<file path="config.mk">
export PLATFORM = sky130hd
export DESIGN_NAME = rmf_median
export DESIGN_NICKNAME = d
export VERILOG_FILES = /design/src/rtl/rmf_pkg.sv /design/src/rtl/rmf_median.sv
export SDC_FILE = /design/constraint.sdc
export NUM_CORES = 2
export LEC_CHECK = 0
export BUFFER_PORTS_ARGS = -buffer_cell sky130_fd_sc_hd__buf_2
export CAP_MARGIN = 10
export CORE_MARGIN = 2
export CORE_UTILIZATION = 55
export DETAILED_ROUTE_END_ITERATION = 6
export PLACE_DENSITY = 0.76
export RECOVER_POWER = 25
export SLEW_MARGIN = 20
export SYNTH_ARGS = -nofsm -noshare
export SYNTH_HDL_FRONTEND = slang
export SYNTH_SLANG_ARGS = --single-unit
export TNS_END_PERCENT = 20
</file>
<file path="constraint.sdc">
create_clock -name aclk -period 10.5 [get_ports aclk]
set_input_delay 2.1 -clock aclk [delete_from_list [all_inputs] [get_ports aclk]]
set_output_delay 2.1 -clock aclk [all_outputs]
set_load 0.03 [all_outputs]
</file>
<file path="src/rtl/rmf_pkg.sv">
`timescale 1ns / 1ps

package rmf_pkg;

    localparam int RADIUS    = 1;
    localparam int MAX_WIDTH = 2048;

    localparam int NLINES = 2 * RADIUS;
    localparam int SPAN   = 2 * RADIUS + 1;
    localparam int NWIN   = SPAN * SPAN;
    localparam int HALF   = NWIN / 2;

    localparam int CH_W   = 8;
    localparam int PIX_W  = 3 * CH_W;
    localparam int CFG_W  = 12;
    localparam int ROW_W  = 12;
    localparam int COL_W  = $clog2(MAX_WIDTH);
    localparam int WEXT_W = (COL_W + 1 > CFG_W) ? COL_W + 1 : CFG_W;
    localparam int LINE_W = NLINES * PIX_W;

    localparam int CFG_IDX_W = 1;
    localparam logic [CFG_IDX_W-1:0] REG_IMAGE_WIDTH  = 1'd0;
    localparam logic [CFG_IDX_W-1:0] REG_IMAGE_HEIGHT = 1'd1;

    localparam logic [CFG_W-1:0] IMAGE_WIDTH_RST  = 12'd640;
    localparam logic [CFG_W-1:0] IMAGE_HEIGHT_RST = 12'd480;

    typedef struct packed {
        logic [CH_W-1:0] red_in;
        logic [CH_W-1:0] green_in;
        logic [CH_W-1:0] blue_in;
    } pix_in_t;

    typedef struct packed {
        logic [CH_W-1:0] red_med;
        logic [CH_W-1:0] green_med;
        logic [CH_W-1:0] blue_med;
        logic            frame_last;
    } pix_out_t;

    typedef struct packed {
        logic [CFG_W-1:0] width;
        logic [CFG_W-1:0] height;
    } dims_t;

    typedef struct packed {
        logic valid;
        logic last;
    } win_ctl_t;

    typedef pix_in_t [NLINES-1:0] line_vec_t;
    typedef pix_in_t [SPAN-1:0][SPAN-1:0] win_t;
    typedef logic [NWIN-1:0][CH_W-1:0] chan_arr_t;

    // odd-even transposition passes first..last-1
    function automatic chan_arr_t oets(input chan_arr_t a, input int first, input int last);
        chan_arr_t       v;
        logic [CH_W-1:0] t;
        v = a;
        t = '0;
        for (int p = 0; p < NWIN; p++) begin
            if (p >= first && p < last) begin
                for (int j = 0; j + 1 < NWIN; j++) begin
                    if ((j % 2) == (p % 2) && v[j] > v[j+1]) begin
                        t      = v[j];
                        v[j]   = v[j+1];
                        v[j+1] = t;
                    end
                end
            end
        end
        return v;
    endfunction

endpackage

</file>
<file path="src/rtl/rmf_median.sv">
`timescale 1ns / 1ps

module rmf_median (
    input  logic              aclk,
    input  logic              aresetn,
    input  rmf_pkg::win_t     win,
    input  rmf_pkg::win_ctl_t win_ctl,
    output logic              win_ready,
    output logic              m_valid,
    input  logic              m_ready,
    output rmf_pkg::pix_out_t m_data
);

    rmf_pkg::chan_arr_t red_a, green_a, blue_a;
    rmf_pkg::chan_arr_t red_s, green_s, blue_s;
    rmf_pkg::chan_arr_t sa_red_reg, sa_green_reg, sa_blue_reg;
    logic               sa_valid_reg, sa_last_reg;
    logic               out_free, adv_a, free_a;
    logic               m_valid_reg;
    rmf_pkg::pix_out_t  m_data_reg, m_data_next;

    always_comb begin
        for (int i = 0; i < rmf_pkg::SPAN; i++) begin
            for (int j = 0; j < rmf_pkg::SPAN; j++) begin
                red_a[i*rmf_pkg::SPAN+j]   = win[i][j].red_in;
                green_a[i*rmf_pkg::SPAN+j] = win[i][j].green_in;
                blue_a[i*rmf_pkg::SPAN+j]  = win[i][j].blue_in;
            end
        end
    end

    // first half of the sorting passes
    assign red_s   = rmf_pkg::oets(red_a, 0, rmf_pkg::HALF);
    assign green_s = rmf_pkg::oets(green_a, 0, rmf_pkg::HALF);
    assign blue_s  = rmf_pkg::oets(blue_a, 0, rmf_pkg::HALF);

    assign out_free  = !m_valid_reg || m_ready;
    assign adv_a     = sa_valid_reg && out_free;
    assign free_a    = !sa_valid_reg || adv_a;
    assign win_ready = free_a;

    // remaining passes, middle element taken
    always_comb begin
        rmf_pkg::chan_arr_t r, g, b;
        r = rmf_pkg::oets(sa_red_reg, rmf_pkg::HALF, rmf_pkg::NWIN);
        g = rmf_pkg::oets(sa_green_reg, rmf_pkg::HALF, rmf_pkg::NWIN);
        b = rmf_pkg::oets(sa_blue_reg, rmf_pkg::HALF, rmf_pkg::NWIN);
        m_data_next.red_med    = r[rmf_pkg::HALF];
        m_data_next.green_med  = g[rmf_pkg::HALF];
        m_data_next.blue_med   = b[rmf_pkg::HALF];
        m_data_next.frame_last = sa_last_reg;
    end

    always_ff @(posedge aclk) begin
        if (!aresetn) begin
            sa_valid_reg <= 1'b0;
            m_valid_reg  <= 1'b0;
        end else begin
            if (free_a) begin
                sa_valid_reg <= win_ctl.valid;
            end
            if (out_free) begin
                m_valid_reg <= sa_valid_reg;
            end
        end
    end

    always_ff @(posedge aclk) begin
        if (win_ctl.valid && free_a) begin
            sa_red_reg   <= red_s;
            sa_green_reg <= green_s;
            sa_blue_reg  <= blue_s;
            sa_last_reg  <= win_ctl.last;
        end
        if (adv_a) begin
            m_data_reg <= m_data_next;
        end
    end

    assign m_valid = m_valid_reg;
    assign m_data  = m_data_reg;

endmodule

</file>
==> impl_metrics.ini <==
[finish]
fin_nets = 5730
drive_gt1_share_pct = 11.2
area_growth_pct = 9.52

[placed_design]
place.gp.congestion = 0.923
dp_hpwl_um = 79000
port_buffers = 247

[synth]
synth_seq_area_share_pct = 18.8
avgSynthCellArea_um2 = 8.48
syn-num-nets = 5494
ys_types = 97
async_flop_share_pct = 0
synth_area_leader_cell = ha_1
synth_edf_count = 242
yosys-top-cells-area = ha_1, mux2i_1, edfxtp_1
syn_area_mm2 = 0.0389
ys_warn_count = 0
synthCells = 4588
synthFlopType = edfxtp_1
synth_top_area_share_pct = 22.0
synth_seq_cells = 244

[routing]
first_iter_violations = 1817
vias = 33000
viasPerCell = 5.71
drcViolationCount = 0
drt-total-wl_um = 93500
dr.pass1.iters = 7
ant_nets = 0
wire_per_inst_um = 16.1

[clocking]
cts_buffers = 31
clk_pin_slew_ps = 70
cts_root_buf = clkbuf_16
cts.htree.levels = 1
cts_buffer_depth = 3
cts_tree = done
insertion_delay_ps = 590
cts.sinks = 244
ctsHoldBuffers = 0

[setup_path]
end_kind = flip-flop
arrival_ps = 10150
start_kind = flip-flop
slowest_delay_ps = 450
crit_family = compound AO/OA/AOI/OAI gates
worstSetupPathType = flip-flop to flip-flop
worstPathMaxFanout = 13
crit_required_ps = 10820
cp_num_buf_inv = 8
slowest_stage = edfxtp_1

[global_route]
grt_usage_pct = 24.9
grt_overflow = 0
antenna_found_initial = 3
grt_pass1_vias = 31600
grt_pass1_wl_um = 153000
grt_max_degree = 81

[die]
fp.dieW_um = 270
rows = 97
fp.dieArea_mm2 = 0.0729
chipHeight_um = 270
core-area_mm2 = 0.0700
pin_count = 248
start_util_pct = 55.6

[timing]
setup_viol = 0
fin_worst_skew_ps = 19.3
grt_setup_unrepaired = true
layout_min_cycle_time_ps = 9830
drv_slew = 248
min_period_over_period_pct = 93.6
worst_pin_slew_ps = 4100
finalHoldViolCount = 0
max_freq_mhz = 102
tns_ps = 0
slew_headroom_pct = -174

[worst_hold_path]
min_path_type = flip-flop to flip-flop

[status]
status = finished with violations
violations = max-capacitance violations, max-slew violations

[job]
maxCapViolations = 4
==> cell usage after synthesis (15+ instances only) <==
| cell type | number |
|---|---|
| o21ai_1 | 47 |
| a21o_1 | 112 |
| mux2_2 | 114 |
| nand2_1 | 98 |
| a211oi_1 | 17 |
| nor2b_1 | 76 |
| edfxtp_1 | 242 |
| o211ai_1 | 15 |
| buf_1 | 15 |
| nand4_1 | 53 |
| nand2b_1 | 62 |
| mux2i_1 | 778 |
| nor2_1 | 361 |
| o21ai_0 | 179 |
| nand3_1 | 118 |
| o21a_1 | 75 |
| ha_1 | 685 |
| a21oi_1 | 474 |
| and3_1 | 52 |
| inv_1 | 707 |
| clkbuf_1 | 88 |
==> cell type report <==
class,instances,area [µm²]
antenna,2,5.00
clock buffer,33,783
clock inverter,24,293
fill,6119,27400
inverter,707,2650
multi-input combinational,3523,28700
sequential,244,7310
tap,940,1180
timing repair buffer,317,1730
==> layout by cell type, fill, tap and decap left out, types with 15 or more instances in the layout <==
master and count:
o21ai_1 33, a21o_1 112, o211ai_1 15, nor2b_1 75
a211oi_1 17, nand2_1 97, ha_1 685, mux2_2 114
nand2b_1 62, o21a_1 75, buf_4 65, clkbuf_16 31
edfxtp_1 242, clkbuf_1 31, nand3_1 118, inv_1 707
o21ai_2 16, and3_1 52, a21oi_1 463, mux2i_1 777
nor2_1 360, nand4_1 53, buf_2 221, o21ai_0 177
==> kinds of logic (layout without fill, tap and decap cells) <==
group | Yosys count | in the layout | share of synthesized area (%)
fa+ha+maj | 691 | 691 | 22.2
buf+inv | 821 | 1081 | 7.96
xor+xnor | 16 | 16 | 0.360
mux | 899 | 899 | 23.6
other cells | 0 | 2 | 0
compound gates | 1045 | 1045 | 16.3
flops | 244 | 244 | 18.8
simple gates | 872 | 872 | 10.8
==> path summary, 6_finish.rpt <==
path / cells past startpoint / slack (ps) / to / start
worst max-delay path: 47 / 670 / m_data[21] / sa_red_reg[41]
worst min register to register: 0 / 420 / m_data[0] / sa_last_reg
worst min-delay path: 0 / 420 / m_data[0] / sa_last_reg
worst max register to register: 47 / 670 / m_data[21] / sa_red_reg[41]
==> repair_timing <==
item,CTS,global route
resized for setup,0,13
endpoints found under the setup margin,0,23
setup buffers,0,0
==> metal layers <==
layer	track usage, %	part of all wire [%]	vias to the layer above
li1	-	-	17000
met1	33.3	46	15300
met2	43.1	47	665
met3	2.01	4.3	144
met4	6.35	2.3	2
met5	0	0.014	-
==> per-stage QoR <==
stage / util [%] / cells / area [µm²] / hold WS [ps] / setup slack [ps]
final: 60.8 / 5790 / 42600 / 423 / 668
after detailed placement: 59.3 / 5730 / 41500 / 413 / 249
after CTS: 60.8 / 5787 / 42600 / 426 / 284
after global placement: 59.3 / 5730 / 41500 / 404 / 418
after floorplan: - / 4588 / 38900 / 400 / -7.09
after global routing: 60.8 / 5790 / 42600 / 437 / -34.8
Power is not shown: default switching activity piles up to over one toggle a cycle in this logic, so the estimate is an artifact.
